File: src/rtl/core/vcra_pkg.sv
package vcra_pkg;

	localparam int MAX_SLOTS      = 16;
	localparam int MAX_AREA_BYTES = 4096;

	localparam int SLOT_W   = $clog2(MAX_SLOTS);
	localparam int NSLOTS_W = $clog2(MAX_SLOTS + 1);
	localparam int OFF_W    = 12;
	localparam int LEN_W    = 13;
	localparam int CFG_W    = 13;
	localparam int CFG_IDX_W = 1;

	localparam logic [1:0] OP_WRITE = 2'd0;
	localparam logic [1:0] OP_PEEK  = 2'd1;
	localparam logic [1:0] OP_REF   = 2'd2;
	localparam logic [1:0] OP_COPY  = 2'd3;

	localparam logic [2:0] ST_OK       = 3'd0;
	localparam logic [2:0] ST_EMPTY    = 3'd1;
	localparam logic [2:0] ST_NO_SLOT  = 3'd2;
	localparam logic [2:0] ST_NO_SPACE = 3'd3;
	localparam logic [2:0] ST_ZERO_LEN = 3'd4;
	localparam logic [2:0] ST_CAPACITY = 3'd5;

	localparam logic [CFG_IDX_W-1:0] CFG_SLOTS_IN_USE = 1'b0;
	localparam logic [CFG_IDX_W-1:0] CFG_AREA_BYTES   = 1'b1;

	typedef struct packed {
		logic [1:0]       operation;
		logic [LEN_W-1:0] chunk_length;
		logic [LEN_W-1:0] out_capacity;
	} cmd_t;

	typedef struct packed {
		logic [2:0]        status;
		logic [OFF_W-1:0]  offset;
		logic [LEN_W-1:0]  length;
		logic [SLOT_W-1:0] unread_count;
	} result_t;

	// Commands from the controller to the datapath.
	typedef struct packed {
		logic launch;
		logic exec;
	} ctrl_cmd_t;

	function automatic logic [SLOT_W-1:0] next_slot(input logic [SLOT_W-1:0] s,
			input logic [NSLOTS_W-1:0] n);
		logic [NSLOTS_W-1:0] inc;
		inc = NSLOTS_W'(s) + NSLOTS_W'(1);
		return (inc >= n) ? '0 : inc[SLOT_W-1:0];
	endfunction

endpackage

File: src/rtl/core/vcra_ctrl.sv
module vcra_ctrl (
	input  logic                 clk,
	input  logic                 arst_n,
	input  logic                 start,
	output logic                 busy,
	output logic                 done,
	output vcra_pkg::ctrl_cmd_t  ctrl
);

	localparam logic S_IDLE = 1'b0;
	localparam logic S_EXEC = 1'b1;

	logic state_q;
	logic state_d;
	logic done_q;

	always_comb begin
		state_d = state_q;
		case (state_q)
			S_IDLE: begin
				if (start) state_d = S_EXEC;
			end
			S_EXEC: begin
				state_d = S_IDLE;
			end
			default: begin
				state_d = S_IDLE;
			end
		endcase
	end

	always_ff @(posedge clk or negedge arst_n) begin
		if (!arst_n) begin
			state_q <= S_IDLE;
			done_q  <= 1'b0;
		end else begin
			state_q <= state_d;
			done_q  <= (state_q == S_EXEC);
		end
	end

	assign busy        = (state_q == S_EXEC);
	assign done        = done_q;
	assign ctrl.launch = start && (state_q == S_IDLE);
	assign ctrl.exec   = (state_q == S_EXEC);

endmodule

File: src/rtl/core/vcra_dp.sv
module vcra_dp (
	input  logic                                clk,
	input  logic                                arst_n,
	input  vcra_pkg::ctrl_cmd_t                 ctrl,
	input  vcra_pkg::cmd_t                      cmd,
	input  logic                                cfg_we,
	input  logic [vcra_pkg::CFG_IDX_W-1:0]      cfg_index,
	input  logic [vcra_pkg::CFG_W-1:0]          cfg_data,
	output vcra_pkg::result_t                   result
);

	localparam int SW  = vcra_pkg::SLOT_W;
	localparam int NW  = vcra_pkg::NSLOTS_W;
	localparam int OW  = vcra_pkg::OFF_W;
	localparam int LW  = vcra_pkg::LEN_W;

	logic [NW-1:0] slots_q;
	logic [LW-1:0] area_q;
	logic [SW-1:0] rs_q, ws_q, count_q;
	// Offset at which the next chunk would go; the table entry at the write slot
	// is never read, so this register stands in for it.
	logic [OW-1:0] wo_q;

	logic [OW-1:0] off_mem [vcra_pkg::MAX_SLOTS];
	logic [LW-1:0] len_mem [vcra_pkg::MAX_SLOTS];

	vcra_pkg::cmd_t  cmd_s1;
	logic [OW-1:0]   rd_off_s1;
	logic [LW-1:0]   rd_len_s1;
	vcra_pkg::result_t result_q;

	logic          empty, full, wr_ok, pop;
	logic [OW-1:0] ro, place;
	logic [LW-1:0] room, gap, wo_ext, ro_ext, len, end_off;
	logic [2:0]    st;
	logic [OW-1:0] res_off;
	logic [LW-1:0] res_len;
	logic [SW-1:0] count_d;
	logic [NW-1:0] cfg_slots;
	logic [LW-1:0] cfg_area;

	always_ff @(posedge clk) begin
		if (ctrl.launch) begin
			cmd_s1    <= cmd;
			rd_off_s1 <= off_mem[rs_q];
			rd_len_s1 <= len_mem[rs_q];
		end
		if (ctrl.exec && wr_ok) begin
			off_mem[ws_q] <= place;
			len_mem[ws_q] <= len;
		end
	end

	always_comb begin
		empty  = (count_q == '0);
		full   = ((NW'(count_q) + NW'(1)) == slots_q);
		ro     = empty ? wo_q : rd_off_s1;
		wo_ext = LW'(wo_q);
		ro_ext = LW'(ro);
		len    = cmd_s1.chunk_length;
		room   = (area_q > wo_ext) ? (area_q - wo_ext) : '0;
		gap    = ro_ext - wo_ext;
		wr_ok  = 1'b0;
		pop    = 1'b0;
		place  = wo_q;
		st     = vcra_pkg::ST_OK;
		res_off = '0;
		res_len = '0;
		if (cmd_s1.operation == vcra_pkg::OP_WRITE) begin
			if (len == '0) begin
				st = vcra_pkg::ST_ZERO_LEN;
			end else if (full) begin
				st = vcra_pkg::ST_NO_SLOT;
			end else if (ro <= wo_q) begin
				if (len < room) begin
					wr_ok = 1'b1;
				end else if (len < ro_ext) begin
					wr_ok = 1'b1;
					place = '0;
				end else begin
					st = vcra_pkg::ST_NO_SPACE;
				end
			end else if (len < gap) begin
				wr_ok = 1'b1;
			end else begin
				st = vcra_pkg::ST_NO_SPACE;
			end
			if (wr_ok) begin
				res_off = place;
				res_len = len;
			end
		end else if (empty) begin
			st = vcra_pkg::ST_EMPTY;
		end else begin
			res_off = rd_off_s1;
			res_len = rd_len_s1;
			if (cmd_s1.operation == vcra_pkg::OP_COPY
					&& cmd_s1.out_capacity < rd_len_s1) begin
				st = vcra_pkg::ST_CAPACITY;
			end else begin
				pop = (cmd_s1.operation != vcra_pkg::OP_PEEK);
			end
		end
		end_off = LW'(place) + len;
		count_d = count_q;
		if (wr_ok) count_d = count_q + SW'(1);
		else if (pop) count_d = count_q - SW'(1);
	end

	always_comb begin
		cfg_slots = cfg_data[NW-1:0];
		if (cfg_slots < NW'(2)) cfg_slots = NW'(2);
		if (cfg_slots > NW'(vcra_pkg::MAX_SLOTS)) cfg_slots = NW'(vcra_pkg::MAX_SLOTS);
		cfg_area = cfg_data[LW-1:0];
		if (cfg_area < LW'(1)) cfg_area = LW'(1);
		if (cfg_area > LW'(vcra_pkg::MAX_AREA_BYTES)) cfg_area = LW'(vcra_pkg::MAX_AREA_BYTES);
	end

	always_ff @(posedge clk or negedge arst_n) begin
		if (!arst_n) begin
			slots_q <= NW'(vcra_pkg::MAX_SLOTS);
			area_q  <= LW'(vcra_pkg::MAX_AREA_BYTES);
			rs_q    <= '0;
			ws_q    <= '0;
			count_q <= '0;
			wo_q    <= '0;
		end else if (cfg_we) begin
			case (cfg_index)
				vcra_pkg::CFG_SLOTS_IN_USE: begin
					slots_q <= cfg_slots;
				end
				vcra_pkg::CFG_AREA_BYTES: begin
					area_q <= cfg_area;
				end
				default: begin
				end
			endcase
			// Any register write starts the ring afresh.
			rs_q    <= '0;
			ws_q    <= '0;
			count_q <= '0;
			wo_q    <= '0;
		end else if (ctrl.exec) begin
			count_q <= count_d;
			if (wr_ok) begin
				ws_q <= vcra_pkg::next_slot(ws_q, slots_q);
				wo_q <= end_off[OW-1:0];
			end
			if (pop) rs_q <= vcra_pkg::next_slot(rs_q, slots_q);
		end
	end

	always_ff @(posedge clk) begin
		if (ctrl.exec) begin
			result_q.status       <= st;
			result_q.offset       <= res_off;
			result_q.length       <= res_len;
			result_q.unread_count <= count_d;
		end
	end

	assign result = result_q;

endmodule

File: src/rtl/core/variable_chunk_ring_allocator.sv
// Channel   Handshake            Word
// command   start / busy         cmd (operation, chunk_length, out_capacity)
// result    done (strobe)        result (status, offset, length, unread_count)
// config    cfg_we               cfg_index, cfg_data
//
// For each command, the descriptor tables are read on the cycle that takes
// the command, and the decision and write-back happen in the next.
// The result shows for one cycle while busy is already low, so a new command
// may be taken alongside it. The receiver cannot stall the block.
// Reset clears the ring and restores both registers to their largest values.
module variable_chunk_ring_allocator (
	input  logic                            clk,
	input  logic                            arst_n,
	input  logic                            start,
	input  vcra_pkg::cmd_t                  cmd,
	output logic                            busy,
	output logic                            done,
	output vcra_pkg::result_t               result,
	input  logic                            cfg_we,
	input  logic [vcra_pkg::CFG_IDX_W-1:0]  cfg_index,
	input  logic [vcra_pkg::CFG_W-1:0]      cfg_data
);

	vcra_pkg::ctrl_cmd_t ctrl;

	vcra_ctrl u_ctrl (
		.clk    (clk),
		.arst_n (arst_n),
		.start  (start),
		.busy   (busy),
		.done   (done),
		.ctrl   (ctrl)
	);

	vcra_dp u_dp (
		.clk       (clk),
		.arst_n    (arst_n),
		.ctrl      (ctrl),
		.cmd       (cmd),
		.cfg_we    (cfg_we),
		.cfg_index (cfg_index),
		.cfg_data  (cfg_data),
		.result    (result)
	);

endmodule

File: config.mk
export PLATFORM = sky130hd
export DESIGN_NAME = variable_chunk_ring_allocator
export DESIGN_NICKNAME = d
export VERILOG_FILES = /design/src/rtl/core/vcra_pkg.sv /design/src/rtl/core/vcra_ctrl.sv /design/src/rtl/core/vcra_dp.sv /design/src/rtl/core/variable_chunk_ring_allocator.sv
export SDC_FILE = /design/constraint.sdc
export NUM_CORES = 1
export LEC_CHECK = 0
export CAP_MARGIN = 20
export CORE_MARGIN = 4
export CORE_UTILIZATION = 50
export DETAILED_ROUTE_END_ITERATION = 10
export DONT_BUFFER_PORTS = 1
export GPL_ROUTABILITY_DRIVEN = 0
export REMOVE_ABC_BUFFERS = 1
export SYNTH_ARGS = -nofsm -noshare
export SYNTH_HDL_FRONTEND = slang
export SYNTH_SLANG_ARGS = --single-unit
File: constraint.sdc
create_clock -name clk -period 10.9 [get_ports clk]
set_clock_uncertainty 0.2 [all_clocks]
set_input_delay 0 -clock clk [delete_from_list [all_inputs] [get_ports clk]]
set_output_delay 0 -clock clk [all_outputs]
set_load 0.05 [all_outputs]
==> impl_metrics.py <==
metrics = {
    "status": {
        "status": "complete, no violations",
    },
    "layout": {
        "final_core_util": 0.585,
        "final_cell_area_um2": 27300,
        "n_antenna_cell": 0,
        "drive_above_1_share": 0.179,
        "final_nets": 1664,
        "finalNonFillerCells": 2166,
        "syn2layout_area_growth_pct": 15.6,
        "fillers": 3505,
    },
    "place": {
        "dp_hpwl_um": 35100,
        "dp.cells": 1972,
        "dp_slack_ps": 3620,
        "io_buffers": 0,
        "place_area_um2": 24500,
    },
    "worst_setup_path": {
        "crit_type": "register to register",
        "critPathMaxStageDelay_ps": 580,
        "rr_startpoint": "u_dp.wo_q[1]",
        "reg2reg_slack_ps": 3600,
        "start_kind": "register",
        "cp_common_cell": "o21a_1",
        "critical_path.max_fanout": 18,
        "reg2reg_depth": 25,
        "required_ps": 11190,
        "r2r-end": "u_dp.wo_q[11]",
        "critPathCaptureType": "register",
        "endpoint": "u_dp.wo_q[11]",
        "crit_arrival_ps": 7590,
        "crit_path_start": "u_dp.wo_q[1]",
        "critPathSlowestCell": "or3_1",
    },
    "sta": {
        "worst_slack_ps": 3600,
        "hold_viol": 0,
        "setup_violations": 0,
        "whs_ps": 43.8,
        "rsz0062_at_grt": "no",
        "setup_tns_ps": 0,
        "period_share": 0.670,
        "worst_pin_slew_ps": 1020,
        "slew_headroom": 0.318,
        "maxSlewViolCount": 0,
        "finalCriticalPeriod_ps": 7300,
        "fmax_mhz": 137,
    },
    "drt": {
        "wire_per_inst_um": 27.4,
        "vias": 13500,
        "totalWireLength_um": 59300,
        "viasPerCell": 6.22,
        "drtIter0Drc": 1131,
        "dr.pass1.iters": 7,
        "drcViolationCount": 0,
        "detail-route-antenna-nets": 0,
    },
    "yosys": {
        "synth-seq-area-share": 0.664,
        "synth-edff-count": 485,
        "synth_seq_cells": 529,
        "netlist_area_um2": 23600,
        "syn-instance-count": 1379,
        "ys_types": 73,
        "synth_async_sr_flop_share": 0.0832,
        "synth_warnings": 0,
        "synth_area_per_cell_um2": 17.1,
        "synth_ff_type": "edfxtp_1",
    },
    "clock_network": {
        "root_buffer": "clkbuf_16",
        "cts_made_buffers": 55,
        "clkTransAtPathRegs_ps": 60,
        "cts_htree_levels": 2,
        "clock_path_buffers": 3,
        "clock_latency_ps": 600,
        "holdBufCountCts": 94,
        "post_cts_buffers": 0,
        "tritoncts": "yes",
        "clock_sinks": 529,
        "cts_resized": 0,
    },
    "grt": {
        "grt_pass1_vias": 13500,
        "grt_max_degree": 55,
        "grt-ovfl-total": 0,
        "grt_use_total": 0.235,
        "antenna_found_initial": 2,
        "grt_pass1_wl_um": 88400,
    },
    "power_and_ir_drop": {
        "finalPower_mw": 7.35,
        "cellLeakagePower_nw": 9.56,
        "vdd_ir_drop_max_uv": 252,
        "power_density_nw_per_um2": 269,
    },
    "die": {
        "fp.dieArea_um2": 50800,
        "core_area_um2": 46700,
        "placementRows": 79,
        "die-height_um": 225,
        "initial_utilization": 0.506,
        "die_x_um": 225,
        "io-pin-count": 80,
    },
    "flow_run": {
        "drv_cap": 0,
    },
    "min_path": {
        "worstHoldPathType": "primary input to register",
        "min_from": "cfg_data[3]",
    },
}
[synth_stat cells, types with 16 or more instances]
cell type / instances / share of area
nand2_1: 38 / 0.0060
nor3_1: 16 / 0.0034
a21oi_1: 45 / 0.0095
nand3_1: 21 / 0.0045
xnor2_1: 19 / 0.0070
dfrtp_1: 42 / 0.045
ha_1: 99 / 0.052
nor2_1: 37 / 0.0059
a22o_1: 33 / 0.012
a21o_1: 32 / 0.010
edfxtp_1: 485 / 0.62
clkbuf_1: 36 / 0.0057
mux4_2: 125 / 0.12
nand2b_1: 17 / 0.0045
o21ai_0: 37 / 0.0078
inv_1: 65 / 0.010
[flip-flops by register name, summed over array words and instances, names as in the netlist]
name,count
u_ctrl.busy,1
u_ctrl.done,1
u_dp.area_q,13
u_dp.cmd_s1,15
u_dp.count_q,4
u_dp.len,13
u_dp.len_mem,208
u_dp.off_mem,192
u_dp.rd_len_s1,13
u_dp.rd_off_s1,12
u_dp.result,32
u_dp.rs_q,4
u_dp.slots_q,5
u_dp.wo_q,12
u_dp.ws_q,4
[critical path, delay by kind of cell (launching register included)]
| family | cells | cell delay [ps] |
|---|---|---|
| AO/OA/AOI/OAI | 14 | 3520 |
| XOR/XNOR | 1 | 220 |
| flip-flops | 1 | 440 |
| multiplexers | 1 | 160 |
| buffers and inverters | 1 | 130 |
| adder cells (fa/ha/maj) | 3 | 1060 |
| AND/OR/NAND/NOR | 5 | 1450 |
[cell families (layout without fill, tap and decap cells)]
family                   after synthesis  count (layout)  synth area share
multiplexers                         145             145             0.128
adder cells (fa/ha/maj)              103             103            0.0554
AO/OA/AOI/OAI                        227             227            0.0687
flip-flops                           529             529             0.664
AND/OR/NAND/NOR                      221             221            0.0521
buffers and inverters                121             301            0.0200
XOR/XNOR                              33              33            0.0122
[layout make-up]
type                            count  area [um2]  share of cell area
Multi-Input combinational cell    729        7530               0.276
Inverter                           65         244             0.00894
Timing Repair Buffer              136        1300              0.0477
Clock buffer                       65        1450              0.0529
Sequential cell                   529       15700               0.574
Tap cell                          607         759              0.0278
Clock inverter                     35         342              0.0125
[worst min-delay path by stage]
stage | endpoint | slack (ps) | cells after the start
6_report | u_dp.slots_q[3] | 40 | 3
3_5_place_dp | u_dp.area_q[11] | -490 | 0
4_1_cts | u_dp.slots_q[3] | 10 | 3
5_1_grt | u_dp.slots_q[3] | 80 | 3
3_3_place_gp | u_dp.area_q[11] | -490 | 0
2_1_floorplan | u_ctrl.busy | -500 | 0
[cell usage in the layout, fill, tap and decap left out, drive strengths merged, types with 15 or more instances in the layout]
cell	n
clkinv	25
clkbuf	65
inv	66
a22o	33
o21ai	39
buf	45
a21o	32
ha	99
nand2b	17
nand2	39
xnor2	19
edfxtp	485
and2	15
dlygate4sd3	91
dfrtp	42
nand3	21
nor2	37
a21oi	45
mux4	125
nor3	17
[where the power goes]
group          internal (mW)  total, mW  switching, mW
Sequential              2.46       2.68          0.222
Combinational           1.18       2.82           1.64
Clock                   1.09       1.85          0.766
[metal layers]
layer	part of all wire	vias to the layer above	GRT usage
li1	-	5852	-
met1	0.43	6986	0.343
met2	0.46	517	0.365
met3	0.067	124	0.0426
met4	0.035	0	0.0769
met5	0	-	0
Note: power is estimated with default switching activity, not from simulation.
